--- src/rtl/sgr_pkg.sv ---
`default_nettype none

package sgr_pkg;

	// display size
	localparam int SCREEN_WIDTH  = 240;
	localparam int SCREEN_HEIGHT = 240;

	// coordinate width wide enough for a start plus six or eight scale steps
	localparam int COORD_W = 12;
	typedef logic [COORD_W-1:0] coord_t;

	localparam coord_t SCR_W = coord_t'(SCREEN_WIDTH);
	localparam coord_t SCR_H = coord_t'(SCREEN_HEIGHT);

	// glyph geometry
	localparam int GLYPH_COLS = 5;
	localparam int GLYPH_ROWS = 7;
	localparam logic [2:0] LAST_COL = 3'(GLYPH_COLS - 1);
	localparam logic [2:0] LAST_ROW = 3'(GLYPH_ROWS - 1);

	// character codes
	localparam logic [7:0] CHAR_ZERO  = 8'h30;
	localparam logic [7:0] CHAR_NINE  = 8'h39;
	localparam logic [7:0] CHAR_MINUS = 8'h2D;
	localparam logic [7:0] CHAR_DOT   = 8'h2E;

	localparam logic [2:0] MINUS_ROW = 3'd3;
	localparam logic [2:0] DOT_ROW   = 3'd6;
	localparam logic [4:0] MINUS_BITS = 5'h1F;
	localparam logic [4:0] DOT_BITS   = 5'h04;

	// 5x7 digit font, leftmost column in bit 4
	localparam logic [4:0] DIGIT_ROWS [10][7] = '{
		'{5'h0E, 5'h11, 5'h13, 5'h15, 5'h19, 5'h11, 5'h0E},
		'{5'h04, 5'h0C, 5'h04, 5'h04, 5'h04, 5'h04, 5'h0E},
		'{5'h0E, 5'h11, 5'h01, 5'h02, 5'h04, 5'h08, 5'h1F},
		'{5'h1E, 5'h01, 5'h01, 5'h0E, 5'h01, 5'h01, 5'h1E},
		'{5'h02, 5'h06, 5'h0A, 5'h12, 5'h1F, 5'h02, 5'h02},
		'{5'h1F, 5'h10, 5'h10, 5'h1E, 5'h01, 5'h01, 5'h1E},
		'{5'h0E, 5'h10, 5'h10, 5'h1E, 5'h11, 5'h11, 5'h0E},
		'{5'h1F, 5'h01, 5'h02, 5'h04, 5'h08, 5'h08, 5'h08},
		'{5'h0E, 5'h11, 5'h11, 5'h0E, 5'h11, 5'h11, 5'h0E},
		'{5'h0E, 5'h11, 5'h11, 5'h0F, 5'h01, 5'h01, 5'h0E}
	};

	typedef enum logic [1:0] {
		ST_IDLE,
		ST_CHECK,
		ST_WALK,
		ST_FLUSH
	} seq_state_t;

	typedef struct packed {
		logic [7:0]  x;
		logic [7:0]  y;
		logic [7:0]  w;
		logic [7:0]  h;
		logic [15:0] color;
		logic        last;
	} rect_t;

	typedef struct packed {
		logic  valid;
		rect_t rect;
	} push_t;

	function automatic logic [4:0] glyph_row(input logic [7:0] code, input logic [2:0] row);
		logic [4:0] bits;
		bits = '0;
		if (code inside {[CHAR_ZERO:CHAR_NINE]}) begin
			bits = DIGIT_ROWS[code[3:0]][row];
		end else if (code == CHAR_MINUS && row == MINUS_ROW) begin
			bits = MINUS_BITS;
		end else if (code == CHAR_DOT && row == DOT_ROW) begin
			bits = DOT_BITS;
		end
		return bits;
	endfunction

endpackage

`default_nettype wire

--- src/rtl/sgr_in_if.sv ---
`default_nettype none

interface sgr_in_if;
	logic        valid;
	logic        ready;
	logic        first_of_string;
	logic [9:0]  start_x;
	logic [9:0]  row_y;
	logic [7:0]  char_code;
	logic [15:0] fg_color;
	logic [15:0] bg_color;
	logic [7:0]  scale;

	modport source (
		output valid, first_of_string, start_x, row_y, char_code, fg_color, bg_color, scale,
		input  ready
	);

	modport sink (
		input  valid, first_of_string, start_x, row_y, char_code, fg_color, bg_color, scale,
		output ready
	);
endinterface

`default_nettype wire

--- src/rtl/sgr_out_if.sv ---
`default_nettype none

interface sgr_out_if;
	logic        valid;
	logic        ready;
	logic [7:0]  rect_x;
	logic [7:0]  rect_y;
	logic [7:0]  rect_w;
	logic [7:0]  rect_h;
	logic [15:0] rect_color;
	logic        last_rect;

	modport source (
		output valid, rect_x, rect_y, rect_w, rect_h, rect_color, last_rect,
		input  ready
	);

	modport sink (
		input  valid, rect_x, rect_y, rect_w, rect_h, rect_color, last_rect,
		output ready
	);
endinterface

`default_nettype wire

--- src/rtl/sgr_clip_unit.sv ---
`default_nettype none

// shared on-screen test and edge clip, used for the cell and for every pixel
module sgr_clip_unit import sgr_pkg::*; (
	input  coord_t     px,
	input  coord_t     py,
	input  coord_t     len_x,
	input  coord_t     len_y,
	output logic       hit,
	output logic [7:0] w,
	output logic [7:0] h
);

	coord_t room_x;
	coord_t room_y;

	assign room_x = SCR_W - px;
	assign room_y = SCR_H - py;
	assign hit    = (px < SCR_W) && (py < SCR_H);

	assign w = (len_x > room_x) ? room_x[7:0] : len_x[7:0];
	assign h = (len_y > room_y) ? room_y[7:0] : len_y[7:0];

endmodule

`default_nettype wire

--- src/rtl/sgr_seq.sv ---
`default_nettype none

module sgr_seq import sgr_pkg::*; (
	input  logic       clk,
	input  logic       arst_n,
	sgr_in_if.sink     char_in,
	input  logic       out_free,
	output push_t      push
);

	seq_state_t state_q, state_nxt;
	logic       halted_q;
	logic [9:0] cursor_q;

	// captured transaction
	logic        first_q;
	logic [9:0]  sx_q;
	logic [9:0]  y_q;
	logic [7:0]  code_q;
	logic [15:0] fg_q;
	logic [15:0] bg_q;
	logic [7:0]  s_q;

	// walk position
	logic [2:0] row_q;
	logic [2:0] col_q;
	coord_t     px_q;
	coord_t     py_q;
	coord_t     xb_q;
	rect_t      pend_q;

	coord_t     x_eff;
	coord_t     y_ext;
	coord_t     s_ext;
	coord_t     adv;
	logic       start_ok;
	logic       cont_ok;
	logic       fit_ok;
	logic       check_pass;

	coord_t     cu_px, cu_py, cu_lx, cu_ly;
	logic       cu_hit;
	logic [7:0] cu_w, cu_h;

	logic [4:0] bits;
	logic       lit;
	logic       cand;
	logic       stall;
	logic       advance;
	logic       last_pos;
	logic       accept;

	assign y_ext = coord_t'(y_q);
	assign s_ext = coord_t'(s_q);
	assign adv   = (s_ext << 2) + (s_ext << 1);
	assign x_eff = first_q ? coord_t'(sx_q) : coord_t'(cursor_q);

	assign start_ok   = (s_q != '0) && (coord_t'(sx_q) < SCR_W) && (y_ext < SCR_H);
	assign cont_ok    = !halted_q && (s_q != '0) && (y_ext < SCR_H);
	assign fit_ok     = (x_eff <= SCR_W) && (adv <= SCR_W - x_eff);
	assign check_pass = (first_q ? start_ok : cont_ok) && fit_ok;

	assign bits     = glyph_row(code_q, row_q);
	assign lit      = bits[LAST_COL - col_q];
	assign last_pos = (row_q == LAST_ROW) && (col_q == LAST_COL);

	always_comb begin
		if (state_q == ST_CHECK) begin
			cu_px = x_eff;
			cu_py = y_ext;
			cu_lx = adv;
			cu_ly = coord_t'({s_q, 3'b000});
		end else begin
			cu_px = px_q;
			cu_py = py_q;
			cu_lx = s_ext;
			cu_ly = s_ext;
		end
	end

	sgr_clip_unit u_clip (
		.px    (cu_px),
		.py    (cu_py),
		.len_x (cu_lx),
		.len_y (cu_ly),
		.hit   (cu_hit),
		.w     (cu_w),
		.h     (cu_h)
	);

	// next state
	always_comb begin
		state_nxt = state_q;
		case (state_q)
			ST_IDLE:  if (char_in.valid) state_nxt = ST_CHECK;
			ST_CHECK: state_nxt = check_pass ? ST_WALK : ST_IDLE;
			ST_WALK:  if (advance && last_pos) state_nxt = ST_FLUSH;
			ST_FLUSH: if (out_free) state_nxt = ST_IDLE;
			default:  state_nxt = ST_IDLE;
		endcase
	end

	// outputs
	always_comb begin
		char_in.ready = 1'b0;
		cand          = 1'b0;
		stall         = 1'b0;
		advance       = 1'b0;
		push.valid    = 1'b0;
		push.rect     = pend_q;
		push.rect.last = 1'b0;
		case (state_q)
			ST_IDLE: begin
				char_in.ready = 1'b1;
			end
			ST_WALK: begin
				cand       = lit && cu_hit;
				stall      = cand && !out_free;
				advance    = !stall;
				push.valid = cand && out_free;
			end
			ST_FLUSH: begin
				push.valid     = out_free;
				push.rect.last = 1'b1;
			end
			default: begin
				char_in.ready = 1'b0;
			end
		endcase
	end

	assign accept = char_in.valid && char_in.ready;

	always_ff @(posedge clk or negedge arst_n) begin
		if (!arst_n) begin
			state_q  <= ST_IDLE;
			halted_q <= 1'b1;
			cursor_q <= '0;
		end else begin
			state_q <= state_nxt;
			if (state_q == ST_CHECK) begin
				halted_q <= !check_pass;
				if (check_pass) begin
					cursor_q <= 10'(x_eff + adv);
				end
			end
		end
	end

	always_ff @(posedge clk) begin
		if (accept) begin
			first_q <= char_in.first_of_string;
			sx_q    <= char_in.start_x;
			y_q     <= char_in.row_y;
			code_q  <= char_in.char_code;
			fg_q    <= char_in.fg_color;
			bg_q    <= char_in.bg_color;
			s_q     <= char_in.scale;
		end
		if (state_q == ST_CHECK) begin
			// background cell is always on screen once the checks pass
			pend_q.x     <= x_eff[7:0];
			pend_q.y     <= y_q[7:0];
			pend_q.w     <= cu_w;
			pend_q.h     <= cu_h;
			pend_q.color <= bg_q;
			pend_q.last  <= 1'b0;
			px_q  <= x_eff;
			py_q  <= y_ext;
			xb_q  <= x_eff;
			row_q <= '0;
			col_q <= '0;
		end else if (advance) begin
			if (cand) begin
				pend_q.x     <= px_q[7:0];
				pend_q.y     <= py_q[7:0];
				pend_q.w     <= cu_w;
				pend_q.h     <= cu_h;
				pend_q.color <= fg_q;
				pend_q.last  <= 1'b0;
			end
			if (col_q == LAST_COL) begin
				col_q <= '0;
				row_q <= row_q + 3'd1;
				px_q  <= xb_q;
				py_q  <= py_q + s_ext;
			end else begin
				col_q <= col_q + 3'd1;
				px_q  <= px_q + s_ext;
			end
		end
	end

	a_push_needs_room: assert property (@(posedge clk) disable iff (!arst_n)
		push.valid |-> out_free)
		else $error("rectangle pushed into a full output register");

	a_last_only_flush: assert property (@(posedge clk) disable iff (!arst_n)
		(push.valid && push.rect.last) |-> (state_q == ST_FLUSH))
		else $error("last rectangle flagged outside the flush step");

	a_push_on_screen: assert property (@(posedge clk) disable iff (!arst_n)
		push.valid |-> (push.rect.w != '0 && push.rect.h != '0 &&
			coord_t'(push.rect.x) < SCR_W))
		else $error("empty or off-screen rectangle pushed");

	a_walk_active: assert property (@(posedge clk) disable iff (!arst_n)
		(state_q == ST_WALK) |-> !halted_q)
		else $error("glyph walk while the string is halted");

	a_check_follows_accept: assert property (@(posedge clk) disable iff (!arst_n)
		accept |=> (state_q == ST_CHECK))
		else $error("accepted transaction not checked");

endmodule

`default_nettype wire

--- src/rtl/scaled_glyph_rect_rasterizer.sv ---
// channel   | dir | payload                                          | handshake
// ----------+-----+--------------------------------------------------+-------------
// char_in   | in  | first_of_string start_x row_y char_code fg/bg    | valid/ready
//           |     | colours, scale                                   |
// rect_out  | out | rect_x rect_y rect_w rect_h rect_color last_rect | valid/ready
//
// one character, with a free output, runs through: accept, one check step,
// 35 glyph positions walked one a cycle through the shared clip unit, one flush
// each stall on rect_out holds the walk at the position waiting to push
// a character that gives no rectangles is finished after the check step
// arst_n clears the sequencer, the cursor to 0 and marks no string active
`default_nettype none

module scaled_glyph_rect_rasterizer import sgr_pkg::*; (
	input  logic      clk,
	input  logic      arst_n,
	sgr_in_if.sink    char_in,
	sgr_out_if.source rect_out
);

	push_t push;
	rect_t out_q;
	logic  out_valid_q;
	logic  out_free;

	// the output register takes a new rectangle when empty or draining this cycle
	assign out_free = !out_valid_q || rect_out.ready;

	sgr_seq u_seq (
		.clk      (clk),
		.arst_n   (arst_n),
		.char_in  (char_in),
		.out_free (out_free),
		.push     (push)
	);

	// output valid flag, control state
	always_ff @(posedge clk or negedge arst_n) begin
		if (!arst_n) begin
			out_valid_q <= 1'b0;
		end else if (push.valid) begin
			out_valid_q <= 1'b1;
		end else if (rect_out.ready) begin
			out_valid_q <= 1'b0;
		end
	end

	// rectangle payload, held until the transaction completes
	always_ff @(posedge clk) begin
		if (push.valid) begin
			out_q <= push.rect;
		end
	end

	assign rect_out.valid      = out_valid_q;
	assign rect_out.rect_x     = out_q.x;
	assign rect_out.rect_y     = out_q.y;
	assign rect_out.rect_w     = out_q.w;
	assign rect_out.rect_h     = out_q.h;
	assign rect_out.rect_color = out_q.color;
	assign rect_out.last_rect  = out_q.last;

endmodule

`default_nettype wire
--- src/flat_wrapper.sv ---
// flat-port wrapper written by rule: the top's interface ports become plain ports
module scaled_glyph_rect_rasterizer_flat import sgr_pkg::*;
  (clk, arst_n, char_in_valid, char_in_first_of_string, char_in_start_x, char_in_row_y, char_in_char_code, char_in_fg_color, char_in_bg_color, char_in_scale, char_in_ready, rect_out_valid, rect_out_rect_x, rect_out_rect_y, rect_out_rect_w, rect_out_rect_h, rect_out_rect_color, rect_out_last_rect, rect_out_ready);
  sgr_in_if char_in_i ();
  sgr_out_if rect_out_i ();
  input  logic clk;
  input  logic arst_n;
  input wire logic [$bits(char_in_i.valid)-1:0] char_in_valid;
  input wire logic [$bits(char_in_i.first_of_string)-1:0] char_in_first_of_string;
  input wire logic [$bits(char_in_i.start_x)-1:0] char_in_start_x;
  input wire logic [$bits(char_in_i.row_y)-1:0] char_in_row_y;
  input wire logic [$bits(char_in_i.char_code)-1:0] char_in_char_code;
  input wire logic [$bits(char_in_i.fg_color)-1:0] char_in_fg_color;
  input wire logic [$bits(char_in_i.bg_color)-1:0] char_in_bg_color;
  input wire logic [$bits(char_in_i.scale)-1:0] char_in_scale;
  output wire logic [$bits(char_in_i.ready)-1:0] char_in_ready;
  output wire logic [$bits(rect_out_i.valid)-1:0] rect_out_valid;
  output wire logic [$bits(rect_out_i.rect_x)-1:0] rect_out_rect_x;
  output wire logic [$bits(rect_out_i.rect_y)-1:0] rect_out_rect_y;
  output wire logic [$bits(rect_out_i.rect_w)-1:0] rect_out_rect_w;
  output wire logic [$bits(rect_out_i.rect_h)-1:0] rect_out_rect_h;
  output wire logic [$bits(rect_out_i.rect_color)-1:0] rect_out_rect_color;
  output wire logic [$bits(rect_out_i.last_rect)-1:0] rect_out_last_rect;
  input wire logic [$bits(rect_out_i.ready)-1:0] rect_out_ready;
  assign char_in_i.valid = char_in_valid;
  assign char_in_i.first_of_string = char_in_first_of_string;
  assign char_in_i.start_x = char_in_start_x;
  assign char_in_i.row_y = char_in_row_y;
  assign char_in_i.char_code = char_in_char_code;
  assign char_in_i.fg_color = char_in_fg_color;
  assign char_in_i.bg_color = char_in_bg_color;
  assign char_in_i.scale = char_in_scale;
  assign char_in_ready = char_in_i.ready;
  assign rect_out_valid = rect_out_i.valid;
  assign rect_out_rect_x = rect_out_i.rect_x;
  assign rect_out_rect_y = rect_out_i.rect_y;
  assign rect_out_rect_w = rect_out_i.rect_w;
  assign rect_out_rect_h = rect_out_i.rect_h;
  assign rect_out_rect_color = rect_out_i.rect_color;
  assign rect_out_last_rect = rect_out_i.last_rect;
  assign rect_out_i.ready = rect_out_ready;
  scaled_glyph_rect_rasterizer u_core (.clk(clk), .arst_n(arst_n), .char_in(char_in_i), .rect_out(rect_out_i));
endmodule
--- config.mk ---
export PLATFORM = sky130hd
export DESIGN_NAME = scaled_glyph_rect_rasterizer_flat
export DESIGN_NICKNAME = d
export VERILOG_FILES = /design/src/rtl/sgr_pkg.sv /design/src/rtl/sgr_in_if.sv /design/src/rtl/sgr_out_if.sv /design/src/rtl/sgr_clip_unit.sv /design/src/rtl/sgr_seq.sv /design/src/rtl/scaled_glyph_rect_rasterizer.sv /design/src/flat_wrapper.sv
export SDC_FILE = /design/constraint.sdc
export NUM_CORES = 1
export LEC_CHECK = 0
export BUFFER_PORTS_ARGS = -buffer_cell sky130_fd_sc_hd__buf_2
export CAP_MARGIN = 40
export CORE_MARGIN = 2
export CORE_UTILIZATION = 53
export DETAILED_ROUTE_END_ITERATION = 7
export GPL_ROUTABILITY_DRIVEN = 0
export MAX_ROUTING_LAYER = met4
export PLACE_DENSITY = 0.83
export SLEW_MARGIN = 20
export SYNTH_ARGS = -nofsm -noshare
export SYNTH_HDL_FRONTEND = slang
export SYNTH_HIERARCHICAL = 1
export SYNTH_SLANG_ARGS = --single-unit
--- constraint.sdc ---
create_clock -name clk -period 6.15 [get_ports clk]
set_clock_uncertainty 0.05 [all_clocks]
set_input_delay 0 -clock clk [delete_from_list [all_inputs] [get_ports clk]]
set_output_delay 0 -clock clk [all_outputs]
set_load 0.01 [all_outputs]
After elaboration in Yosys (flattened, before gate mapping)
Memories as Yosys holds them, arrays and structs flattened.
Cells that the tools add are included.
{"block": "word_totals", "memories": 1, "input_bits": 73, "register_bits": 222, "word_cells": 138, "romBits": 560, "out_inout_bits": 51}
{"name": "(name not given)", "words": 16, "width": 35, "rd": 1, "rd_ports_with_merged_regs": 0, "wr": 0, "line_no": "sgr_pkg.sv:72", "text": "bits = DIGIT_ROWS[code[3:0]][row];"}
{"block": "op_classes", "n_addsub": 10, "bitwise_logic": 2, "reduce_logical": 33, "muxes": 40, "magnitude_cmp": 13, "eq_ne": 11}
{"operator": "$mux W49", "count": 3}
{"operator": "$mux W35", "count": 2}
{"operator": "$mux W12", "count": 5}
{"operator": "$mux W10", "count": 4}
{"operator": "$add A12 B8 Y12", "count": 2}
{"operator": "$gt A11 B12 Y1", "count": 2}
{"operator": "$lt A12 B8 Y1 const B", "count": 2}
{"operator": "$sub A8 B12 Y12 const A", "count": 2}
{"operator": "$mux W11", "count": 2}
{"operator": "$lt A10 B8 Y1 const B", "count": 2}
{"operator": "$mux W5", "count": 4}
{"operator": "$eq A8 B6 Y1 const B", "count": 2}
{"operator": "$logic_and A1 B1 Y1", "count": 16}
{"operator": "$mux W8", "count": 2}
{"operator": "$bmux W5 S3", "count": 1}
{"operator": "$le A11 B12 Y1", "count": 1}
{"operator": "$add A10 B9 Y11", "count": 1}
{"operator": "$sub A8 B10 Y11 const A", "count": 1}
{"operator": "$add A10 B10 Y10", "count": 1}
{"operator": "$le A10 B8 Y1 const B", "count": 1}
{"operator": "$ge A8 B6 Y1 const B", "count": 1}
{"operator": "$le A8 B6 Y1 const B", "count": 1}
{"operator": "$mux W1", "count": 8}
{"operator": "$mux W2", "count": 4}
{"operator": "other kinds (23)", "count": 39}

Logic depth before layout (Yosys ltp)
Gate-level depths: netlist of run 1.
{"block": "logic_depth", "depth_word": 17, "mapped_depth": 18, "ltp_nobuf": 16}

By module
Netlist of run 1, hierarchy kept.
{"mod": "sgr_seq", "area_each_um2": 9006.1, "n_inst": 1, "cells_each": 801, "seq_area_each_um2": 4961.0}
{"mod": "scaled_glyph_rect_rasterizer", "area_each_um2": 1519.0, "n_inst": 1, "cells_each": 52, "seq_area_each_um2": 1496.4}
{"mod": "sgr_clip_unit", "area_each_um2": 1137.3, "n_inst": 1, "cells_each": 148, "seq_area_each_um2": 0.0}

Least setup slack after synthesis of run 1
No wires, ideal clock.
{"block": "synth_timing", "path_kind": "register to register", "start": "reg (tool-made name)", "end": "reg u_core.u_seq.pend_q (netlist bit u_core/u_seq/push[18]) (data pin)", "t_arrival_ns": 3.742, "n_path_buf": 2, "slack_ns": 2.098, "path_stages_with_launch": 17, "setup_time_ns": 0.260, "t_required_ns": 5.840, "synth_period_minus_slack_ns": 4.052, "cell_sequence": "dfrtp_1 -> nand2b_1 -> inv_1 -> clkbuf_1 -> buf_1 -> o21ai_0 -> inv_1 -> ha_1 -> nor3b_1 -> nor2_1 -> nor3_1 -> xor2_1 -> ha_1 -> nand4_1 -> a211o_1 -> a31oi_4 -> mux2_4"}
{"element": "end, declared", "line_no": "sgr_seq.sv:30", "text": "rect_t pend_q;"}

Worst setup path in the final report of run 1
{"block": "layout_timing", "start": "reg u_core.u_seq.first_q", "end": "reg u_core.u_seq.pend_q (netlist bit u_core/u_seq/push[26]) (data pin)"}
{"block": "layout_between", "elab_chain_len": 8}
{"element": "start, declared", "line_no": "sgr_seq.sv:16", "text": "logic first_q;"}
{"element": "start signal, assigned", "line_no": "sgr_seq.sv:152", "text": "first_q <= char_in.first_of_string;"}
{"element": "$mux W10 *", "line_no": "sgr_seq.sv:56", "text": "assign x_eff = first_q ? coord_t'(sx_q) : coord_t'(cursor_q);"}
{"element": "net u_core.u_seq.x_eff[1]", "line_no": "sgr_seq.sv:32", "text": "coord_t x_eff;"}
{"element": "$mux W12 *", "line_no": "sgr_seq.sv:68", "text": "if (state_q == ST_CHECK) begin"}
{"element": "net u_core.u_seq.cu_px[1]", "line_no": "sgr_seq.sv:41", "text": "coord_t cu_px, cu_py, cu_lx, cu_ly;"}
{"element": "$sub A8 B12 Y12 *", "line_no": "sgr_clip_unit.sv:17", "text": "assign room_x = SCR_W - px;"}
{"element": "$gt A11 B12 Y1", "line_no": "sgr_clip_unit.sv:21", "text": "assign w = (len_x > room_x) ? room_x[7:0] : len_x[7:0];"}
{"element": "$mux W8 *", "line_no": "sgr_clip_unit.sv:21"}
{"element": "net u_core.u_seq.cu_w[1]", "line_no": "sgr_seq.sv:43", "text": "logic [7:0] cu_w, cu_h;"}
{"element": "$mux W49", "line_no": "sgr_seq.sv:174", "text": "if (cand) begin"}
{"element": "$mux W49", "line_no": "sgr_seq.sv:173", "text": "end else if (advance) begin"}
{"element": "$mux W49 *", "line_no": "sgr_seq.sv:160", "text": "if (state_q == ST_CHECK) begin"}
The timed path passes the listed nets; every way through them passes the cells marked *. The select of a mux whose other input is x is not followed.
A chain may end at the register's enable or synchronous reset.

==> results of run 1 <==
[power breakdown]
group / switching, mW / internal [mW] / total (mW) / leakage (nW)
registers: 0.0797 / 1.83 / 1.91 / 2.12
clock network: 0.581 / 0.778 / 1.36 / 0.360
logic: 0.672 / 0.488 / 1.16 / 3.39
[metal layers]
| metal | wire length, um | GRT usage |
|---|---|---|
| met3 | 1910 | 0.03470 |
| met4 | 922 | 0.09212 |
| met1 | 10610 | 0.2845 |
| met5 | 0 | - |
| met2 | 13700 | 0.3979 |
[layout make-up]
type / instances / area (sq um) / share of cell area
Clock buffer: 32 / 639.4 / 0.04535
Clock inverter: 10 / 101.3 / 0.007188
Inverter: 64 / 240.2 / 0.01704
Multi-Input combinational cell: 684 / 4795 / 0.3400
Sequential cell: 220 / 6457 / 0.4580
Tap cell: 280 / 350.3 / 0.02485
Timing Repair Buffer: 210 / 1516 / 0.1076
[metrics by stage]
stage	instance area, sq um	instances	hold slack (ps)	worst slack [ps]
after CTS	14040	1497	106.2	1641
after detailed placement	12550	1380	-128.2	1672
after global routing	14100	1500	124.0	1257
after floorplan	11670	1002	-345.6	2098
final	14100	1500	130.0	1476
after global placement	12520	1379	-130.9	1817
[worst max-delay path, delay by kind of cell (launching register included)]
kind | cells | cell delay [ps]
and+or+nand+nor | 3 | 1170
DFF | 1 | 760
adders and majority gates | 1 | 180
muxes | 2 | 730
xor gates and xnor gates | 1 | 260
AOI/OAI and AO/OA | 4 | 1100
buffers and inverters | 1 | 160
[path summary, 6_finish.rpt]
check / startpoint / to / slack [ps]
max in group asynchronous: arst_n / u_core/rect_out.valid / 4500
min in group asynchronous: arst_n / u_core/u_seq/halted_q / 490
worst max register to register: u_core/u_seq/first_q / u_core/u_seq/push[26] / 1480
worst max-delay path: u_core/u_seq/first_q / u_core/u_seq/push[26] / 1480
worst min-delay path: char_in_bg_color[10] / u_core/u_seq/bg_q[10] / 130
worst min register to register: u_core/u_seq/push[39] / u_core/rect_out.rect_y[6] / 360
[state kept, by name (all words and copies together), names as in the netlist, 12 cells and up, named ones only]
name / count
u_core/u_seq/push: 48
u_core/u_seq/py_q: 12
u_core/u_seq/px_q: 12
u_core/u_seq/fg_q: 16
u_core/u_seq/bg_q: 16
u_core/rect_out.rect_color: 16
[layout by cell type (no fill, tap or decap), types with 13 or more instances in the layout]
| master | netlist | final |
|---|---|---|
| dfrtp_1 | 13 | 13 |
| nand2b_1 | 16 | 15 |
| a21o_1 | 17 | 17 |
| nand2_1 | 146 | 146 |
| dlygate4sd3_1 | 0 | 75 |
| edfxtp_1 | 198 | 198 |
| xor2_1 | 25 | 25 |
| a21oi_1 | 53 | 53 |
| ha_1 | 82 | 82 |
| inv_1 | 61 | 59 |
| nor2_1 | 59 | 59 |
| clkbuf_16 | 0 | 23 |
| nand4_1 | 14 | 14 |
| nor3_1 | 19 | 19 |
| mux2i_1 | 27 | 27 |
| xnor2_1 | 32 | 32 |
| o21ai_0 | 43 | 43 |
| buf_2 | 6 | 123 |
[kinds of logic (layout without fill, tap and decap cells)]
logic type | count (synthesis) | after routing | synth area share
AO/OA/AOI/OAI | 186 | 186 | 0.1085
multiplexers | 45 | 45 | 0.04184
flip-flops | 220 | 220 | 0.5537
XOR/XNOR | 57 | 57 | 0.04281
adder cells (fa/ha/maj) | 86 | 86 | 0.09484
AND/OR/NAND/NOR | 308 | 308 | 0.1223
buffers and inverters | 98 | 316 | 0.03573
other | 1 | 2 | 0.0003215
[what timing repair did]
item	in CTS	in global routing
setup buffers	0	0
hold buffers	75	0
endpoints found under the hold margin	97	0
==> impl_metrics.py, run 1 <==
metrics = {
    "synth": {
        "synthDistinctLibCells": 82,
        "synth_common_cells": "198 x edfxtp_1, 146 x nand2_1, 82 x ha_1",
        "synthArstFlopShare": 0.06364,
        "synth-edff-count": 198,
        "yosys-top-cells-area": "edfxtp_1 51%, ha_1 8.8%, nand2_1 4.7%",
        "synth_top_area_frac": 0.5098,
        "synth.cell_area_sq_mm": 0.01166,
        "ys_ff_latch": 220,
        "yosys.area.top_type": "edfxtp_1",
        "ys_seq_area_frac": 0.5537,
        "synth.most_common_cell": "edfxtp_1",
        "synthCells": 1001,
        "yosys_warnings": 6,
        "synth.avg_cell_area_sq_um": 11.65,
        "ys.flop_type": "edfxtp_1",
    },
    "power": {
        "irDropWorstVdd_mv": 0.2499,
        "total_power_mw": 4.434,
        "power.density_mw_per_mm2": 314.4,
        "leakage_nw": 5.869,
    },
    "floorplanning": {
        "fp.dieH_um": 152.3,
        "ios": 124,
        "core_area_sq_mm": 0.02169,
        "die_width_um": 152.3,
        "start_util": 0.5377,
        "rows": 54,
        "dieArea_sq_mm": 0.02321,
    },
    "clocking": {
        "clkTransAtPathRegs_ps": 60,
        "cts_sinks": 220,
        "cts_htree_levels": 1,
        "cts-root-buf": "clkbuf_16",
        "cts_tree": "done",
        "clock_latency_ps": 530,
        "clk_path_buf_depth": 3,
        "cts_buffers": 23,
        "ctsResizeCount": 0,
    },
    "sta": {
        "fmax_ghz": 0.2139,
        "relSlewSlack": 0.3960,
        "worst_slew_pin_slew_ps": 897.8,
        "min_period_ps": 4674,
        "rsz0062_at_grt": "false",
        "tns_ps": 0,
        "hold_viol": 0,
        "finalCritPeriodShare": 0.7600,
        "finalSetupViolCount": 0,
        "final-max-slew-violation-count": 0,
    },
    "placement": {
        "io_buffers": 123,
        "dp_hpwl_um": 17670,
    },
    "critical_path": {
        "crit_path_end_kind": "register",
        "worst-setup-path-type": "register to register",
        "cp.arrival_ps": 4900,
        "worstPathRequired_ps": 6370,
        "cp_slowest_cell": "nor4_1",
        "worstPathCellList": "mux2i_2 > inv_1 > nor2_1 > a21oi_1 > nor4_1 > o21ai_0 > xnor2_1 > ha_1 > nand4_1 > a211o_1 > a31oi_4 > mux2_4",
        "reg2regPathDepth": 12,
        "crit_path_start_kind": "register",
        "max_stage_delay_ps": 830,
        "critPathMaxFanout": 12,
    },
    "global_routing": {
        "grt-ovfl-total": 0,
        "grt_pass1_wl_um": 42640,
        "grt_max_degree": 65,
        "grtUsageTotal": 0.2346,
        "antenna_found_initial": 0,
        "first_global_vias": 8344,
    },
    "routing": {
        "vias": 8529,
        "drt_wl_total_um": 27140,
        "drt_pre_antenna_iters": 5,
        "drt-initial-drc-count": 705,
        "vias_per_cell": 5.686,
        "detail-route-antenna-nets": 0,
        "wire_per_inst_um": 18.09,
        "route.detailed.drc": 0,
    },
    "finish": {
        "antenna_cells": 0,
        "fin_util": 0.6501,
        "drive_above_1_share": 0.1697,
        "fin_nets": 1362,
        "num-fill-cells": 1507,
        "syn_to_final_growth_pct": 20.90,
    },
    "hold_path": {
        "min_path_cells": 2,
        "worstHoldPathType": "primary input to register",
    },
    "run_status": {
        "outcome": "finished, final reports clean",
    },
    "job": {
        "max_cap_violations": 0,
    },
}
Power figures use the tool's default switching activity.
==> inputs of run 2 (changes only) <==
Settings changed: ABC_AREA from default to 1, PLACE_DENSITY 0.83 to 0.86.
Clock period 6.15 ns to 3.9 ns, I/O delays scaled along.
==> impl_metrics.py, run 2 <==
metrics = {
    "finish": {
        "num-fill-cells": 1534,
        "final_cell_mix": "356 x nand2_1, 198 x edfxtp_1, 151 x inv_1",
        "syn_to_final_growth_pct": 23.14,
        "fin_util": 0.6601,
        "largest_reg_flops": 48,
        "final_common_cell": "nand2_1",
        "drive_above_1_share": 0.1683,
        "multiInputGateArea_sq_mm": 0.004903,
        "regArea_sq_mm": 0.006457,
        "antenna_cells": 0,
        "fin_nets": 1650,
    },
    "critical_path": {
        "cpLargestDelayFamily": "compound AO/OA/AOI/OAI gates",
        "crit_path_end_kind": "register",
        "worst-setup-path-type": "register to register",
        "worstPathCellList": "buf_4 > ha_1 > nand3_1 > and2_4 > inv_1 > a21oi_1 > o21ai_0 > xor2_1 > inv_1 > ha_4 > nand2_1 > nor2_1 > a211oi_2 > a21oi_1 > o21ai_0 > nand2_1 > nand3_1 > nand2_4 > buf_4 > o21ai_0 > inv_1",
        "worst-path-buf-inv": 5,
        "cp_slowest_cell": "edfxtp_1",
        "reg2regPathDepth": 21,
        "worstPathRequired_ps": 4270,
        "cp.arrival_ps": 4540,
        "max_stage_delay_ps": 440,
        "worst-path-stages": 21,
        "crit_path_start_kind": "register",
        "critPathMaxFanout": 8,
    },
    "synth": {
        "synth.avg_cell_area_sq_um": 9.575,
        "yosys-top-cells-area": "edfxtp_1 49%, nand2_1 11%, ha_1 8.5%",
        "yosys.area.top_type": "edfxtp_1",
        "synth-edff-count": 198,
        "ys.flop_type": "edfxtp_1",
        "synth.most_common_cell": "nand2_1",
        "synthCells": 1256,
        "ys_seq_area_frac": 0.5369,
        "synth_common_cells": "357 x nand2_1, 198 x edfxtp_1, 152 x inv_1",
        "synthArstFlopShare": 0.06364,
        "synth.cell_area_sq_mm": 0.01203,
        "synthDistinctLibCells": 48,
        "yosys_warnings": 6,
        "ys_ff_latch": 220,
        "synth_top_area_frac": 0.4944,
    },
    "sta": {
        "worst_slack_ps": -277.0,
        "fmax_ghz": 0.2394,
        "finalSetupViolCount": 20,
        "min_period_ps": 4177,
        "relSlewSlack": 0.5360,
        "worst_slew_pin_slew_ps": 693.4,
        "final-max-slew-violation-count": 0,
        "finalCritPeriodShare": 1.071,
        "hold_viol": 0,
    },
    "power": {
        "power.density_mw_per_mm2": 849.0,
        "irDropWorstVdd_mv": 0.5460,
        "leakage_nw": 6.750,
    },
    "floorplanning": {
        "start_util": 0.5361,
        "rows": 55,
        "die_width_um": 154.6,
        "fp.dieH_um": 154.6,
        "core_area_sq_mm": 0.02243,
        "ios": 124,
        "dieArea_sq_mm": 0.02391,
    },
    "routing": {
        "drt-initial-drc-count": 1112,
        "drt_wl_total_um": 31630,
        "route.detailed.drc": 0,
        "vias_per_cell": 5.642,
        "vias": 10120,
        "drt_pre_antenna_iters": 6,
        "detail-route-antenna-nets": 0,
        "wire_per_inst_um": 17.63,
    },
    "placement": {
        "dp_hpwl_um": 19550,
        "io_buffers": 123,
        "place_ws_ps": -4.289,
    },
    "global_routing": {
        "grt-ovfl-total": 0,
        "grt_max_degree": 65,
        "first_global_vias": 9528,
        "grt_pass1_wl_um": 47610,
        "grtUsageTotal": 0.2566,
        "antenna_found_initial": 0,
    },
    "job": {
        "max_cap_violations": 0,
    },
    "run_status": {
        "outcome": "complete, but fails checks",
        "violations": "setup timing",
    },
    "clocking": {
        "clock_latency_ps": 540,
        "clkTransAtPathRegs_ps": 60,
        "cts_buffers": 24,
        "cts_htree_levels": 1,
        "clk_path_buf_depth": 3,
        "cts-root-buf": "clkbuf_16",
        "cts_sinks": 220,
        "cts_tree": "done",
    },
    "hold_path": {
        "worstHoldPathType": "primary input to register",
        "min_path_cells": 2,
    },
}
==> run 2: cell count changes in the layout (fill, tap and decap cells not counted), sizes merged, moves of 18 or more <==
cell    delta
buf       +23
nand2    +222
nand2b    -18
mux2i     -30
nand3     +77
inv       +94
xnor2     -21
o21ai     +39
==> run 2: path summary, 6_finish.rpt <==
kind	slack, ps	endpoint	startpoint
min reg2reg	360	u_core/rect_out.rect_color[15]	u_core/u_seq/push[16]
min	120	u_core/u_seq/y_q[3]	char_in_row_y[3]
max in group asynchronous	2230	u_core/u_seq/cursor_q[7]	arst_n
max	-280	u_core/u_seq/cursor_q[8]	u_core/u_seq/s_q[2]
max reg2reg	-280	u_core/u_seq/cursor_q[8]	u_core/u_seq/s_q[2]
min in group asynchronous	510	u_core/u_seq/halted_q	arst_n
==> run 2: through the flow <==
| stage | cells | hold WS, ps | power (mW) | TNS [ps] | cell area [sq um] |
|---|---|---|---|---|---|
| 2_1_floorplan | 1257 | -345.6 | 8.236 | 0 | 12040 |
| 3_3_place_gp | 1664 | -135.2 | 9.441 | 0 | 13130 |
| 3_5_place_dp | 1664 | -130.1 | 9.767 | -5.073 | 13130 |
| 4_1_cts | 1783 | 103.4 | 12.13 | 0 | 14680 |
| 5_1_grt | 1794 | 106.3 | 13.44 | -5216 | 14810 |
| 6_report | 1794 | 124.5 | 12.57 | -3181 | 14810 |
==> run 2: worst register-to-register path, cell delays in order (launching register included) <==
cell      delay (ps)
edfxtp_1         440
buf_4            210
ha_1             300
nand3_1          120
and2_4           210
inv_1            150
a21oi_1          110
o21ai_0          280
xor2_1           370
inv_1            190
ha_4             290
nand2_1           70
nor2_1            50
a211oi_2         190
a21oi_1          100
o21ai_0          180
nand2_1           90
nand3_1          140
nand2_4          120
buf_4            180
o21ai_0          150
inv_1             50
==> run 2: timing repair <==
item,CTS,global route
pin swaps,0,3
setup buffers,1,10
resized for setup,0,10
endpoints found under the setup margin,5,60
gates cloned,0,1
hold buffers,74,0
hold endpoints to repair,94,0
==> run 2: where the power goes <==
| group | leakage [nW] | total [mW] | switching, mW | internal (mW) |
|---|---|---|---|---|
| Combinational | 4.24 | 6.24 | 4.07 | 2.17 |
| Sequential | 2.13 | 4.03 | 0.327 | 3.70 |
| Clock | 0.381 | 2.30 | 0.949 | 1.35 |
| Total | 6.75 | 12.6 | 5.35 | 7.22 |
==> run 2: logic make-up after synthesis <==
logic type	after synthesis	share of synthesized area
XOR/XNOR	40	0.02913
adder cells (fa/ha/maj)	86	0.09197
buffers and inverters	186	0.06065
AO/OA/AOI/OAI	155	0.07199
AND/OR/NAND/NOR	568	0.2090
other	1	0.0003118
flip-flops	220	0.5369
==> run 2: layout make-up <==
type,instances,share of cell area
repair buffers,233,0.1136
multi-input cells,851,0.3311
clock buffers,35,0.04605
clock inverters,9,0.008195
well taps,285,0.02408
inverters,161,0.04098
flip-flops and latches,220,0.4360
==> run 2: metal layers <==
layer  up-vias  wire (um)  global-route usage  share of wire
li1       4685          -                   -              -
met1      4621      11550              0.3121           0.37
met2       656      15120              0.4290           0.48
met3       160       3302             0.04903           0.10
met4         0       1652             0.09480          0.052
met5         -          0                   -              0
==> inputs of run 3 (changes only) <==
Settings changed: SETUP_SLACK_MARGIN from default to 0.2.
==> impl_metrics.py, run 3 (synthesized netlist as in run 2, its figures left out) <==
metrics = {
    "job": {
        "max_cap_violations": 0,
    },
    "critical_path": {
        "crit_path_start_kind": "register",
        "cp.arrival_ps": 4330,
        "worstPathRequired_ps": 4280,
        "critPathMaxFanout": 7,
        "crit_path_end_kind": "register",
        "worst-setup-path-type": "register to register",
    },
    "clocking": {
        "cts_sinks": 220,
        "clkTransAtPathRegs_ps": 70,
        "cts_buffers": 24,
        "cts_htree_levels": 1,
        "cts_tree": "done",
        "cts-root-buf": "clkbuf_16",
        "clock_latency_ps": 550,
        "clk_path_buf_depth": 3,
    },
    "finish": {
        "largest_reg_flops": 48,
        "final_area_sq_mm": 0.01501,
        "fin_util": 0.6692,
        "antenna_cells": 0,
        "final_common_cell": "nand2_1",
        "syn_to_final_growth_pct": 24.83,
        "final_cell_mix": "353 x nand2_1, 198 x edfxtp_1, 150 x inv_1",
        "fin_nets": 1661,
        "drive_above_1_share": 0.1882,
    },
    "sta": {
        "finalSetupViolCount": 8,
        "tns_ps": -208.1,
        "worst_slack_ps": -52.16,
        "min_period_ps": 3952,
        "hold_viol": 0,
        "fin_hold_ws_ps": 115.5,
        "finalCritPeriodShare": 1.013,
        "worst_slew_pin_slew_ps": 702.7,
        "fmax_ghz": 0.2530,
        "relSlewSlack": 0.5298,
        "rsz0062_at_grt": "false",
        "final-max-slew-violation-count": 0,
    },
    "routing": {
        "route.detailed.drc": 0,
        "vias": 10460,
        "drt_pre_antenna_iters": 7,
        "drt_wl_total_um": 34150,
        "vias_per_cell": 5.794,
        "drt-initial-drc-count": 1370,
        "wire_per_inst_um": 18.92,
        "detail-route-antenna-nets": 0,
    },
    "placement": {
        "io_buffers": 123,
        "place_area_sq_mm": 0.01313,
        "dp_hpwl_um": 19550,
        "place_ws_ps": -4.289,
    },
    "floorplanning": {
        "rows": 55,
        "ios": 124,
        "start_util": 0.5361,
        "core_area_sq_mm": 0.02243,
        "die_width_um": 154.6,
        "fp.dieH_um": 154.6,
        "dieArea_sq_mm": 0.02391,
    },
    "global_routing": {
        "grtUsageTotal": 0.2636,
        "grt_pass1_wl_um": 48820,
        "first_global_vias": 9790,
        "grt_max_degree": 65,
        "antenna_found_initial": 0,
        "grt-ovfl-total": 0,
    },
    "hold_path": {
        "worstHoldPathType": "primary input to register",
    },
    "run_status": {
        "violations": "setup timing",
        "outcome": "complete, but fails checks",
    },
    "power": {
        "irDropWorstVdd_mv": 0.5313,
        "power.density_mw_per_mm2": 866.4,
        "leakage_nw": 6.825,
    },
}
[run 3: changes by cell type in the layout (fill, tap and decap cells not counted), sizes merged]
cell	before	now
buf	158	168
clkinv	5	4
clkinvlp	3	4
nand3	87	88
[run 3: power breakdown]
part | switching (mW) | internal, mW
combinational | 4.33 | 2.29
clock | 0.976 | 1.36
sequential | 0.356 | 3.70
total | 5.66 | 7.35
[run 3: per-layer routing]
layer | wire length [um] | up-vias | global-route usage
li1 | - | 4707 | -
met1 | 11920 | 4716 | 0.3126
met2 | 16160 | 802 | 0.4373
met3 | 3884 | 234 | 0.05520
met4 | 2184 | 0 | 0.1155
met5 | 0 | - | -
[run 3: stage by stage]
step / power (mW) / std cells
6_report: 13.01 / 1805
5_1_grt: 13.78 / 1805
4_1_cts: 12.15 / 1788
3_5_place_dp: 9.767 / 1664
3_3_place_gp: 9.441 / 1664
2_1_floorplan: 8.236 / 1257
[run 3: path summary, 6_finish.rpt]
check	from	end	slack (ps)	cells after the start
max	u_core/u_seq/s_q[2]	u_core/u_seq/cursor_q[2]	-50	21
min	char_in_bg_color[9]	u_core/u_seq/bg_q[9]	120	2
max reg2reg	u_core/u_seq/s_q[2]	u_core/u_seq/cursor_q[2]	-50	21
min reg2reg	u_core/u_seq/push[16]	u_core/rect_out.rect_color[15]	350	0
max in group asynchronous	arst_n	u_core/u_seq/state_q[0]	2240	4
min in group asynchronous	arst_n	u_core/u_seq/halted_q	500	3
[run 3: area by class of cell]
type	count	area, sq um
clock inverters	9	121.4
inverters	161	615.6
multi-input cells	852	5002
fillers	1487	7421
well taps	285	356.6
repair buffers	243	1777
clock buffers	35	681.9
flip-flops and latches	220	6459
[run 3: critical path, cell delays in order (launching register included)]
cell        delay (ps)
edfxtp_1           480
buf_4              220
ha_1               280
nand3_1             80
and2_4             190
inv_1              110
a21oi_2             90
o21ai_1            190
xor2_1             330
inv_2              140
ha_4               310
nand4_1            140
inv_1              110
nand2_1             50
a21oi_1            180
o21ai_0            130
nand2_1            110
nand3_2             90
nand2_4            140
clkinvlp_4         170
nand2_1            140
nand2_1             70
[run 3: repair_timing]
item,4_1_cts,5_1_grt
endpoints found under the hold margin,94,0
resized for setup,1,42
buffers inserted,6,15
pin swaps,1,11
gates cloned,0,2
hold buffers,74,0
endpoints found under the setup margin,21,126
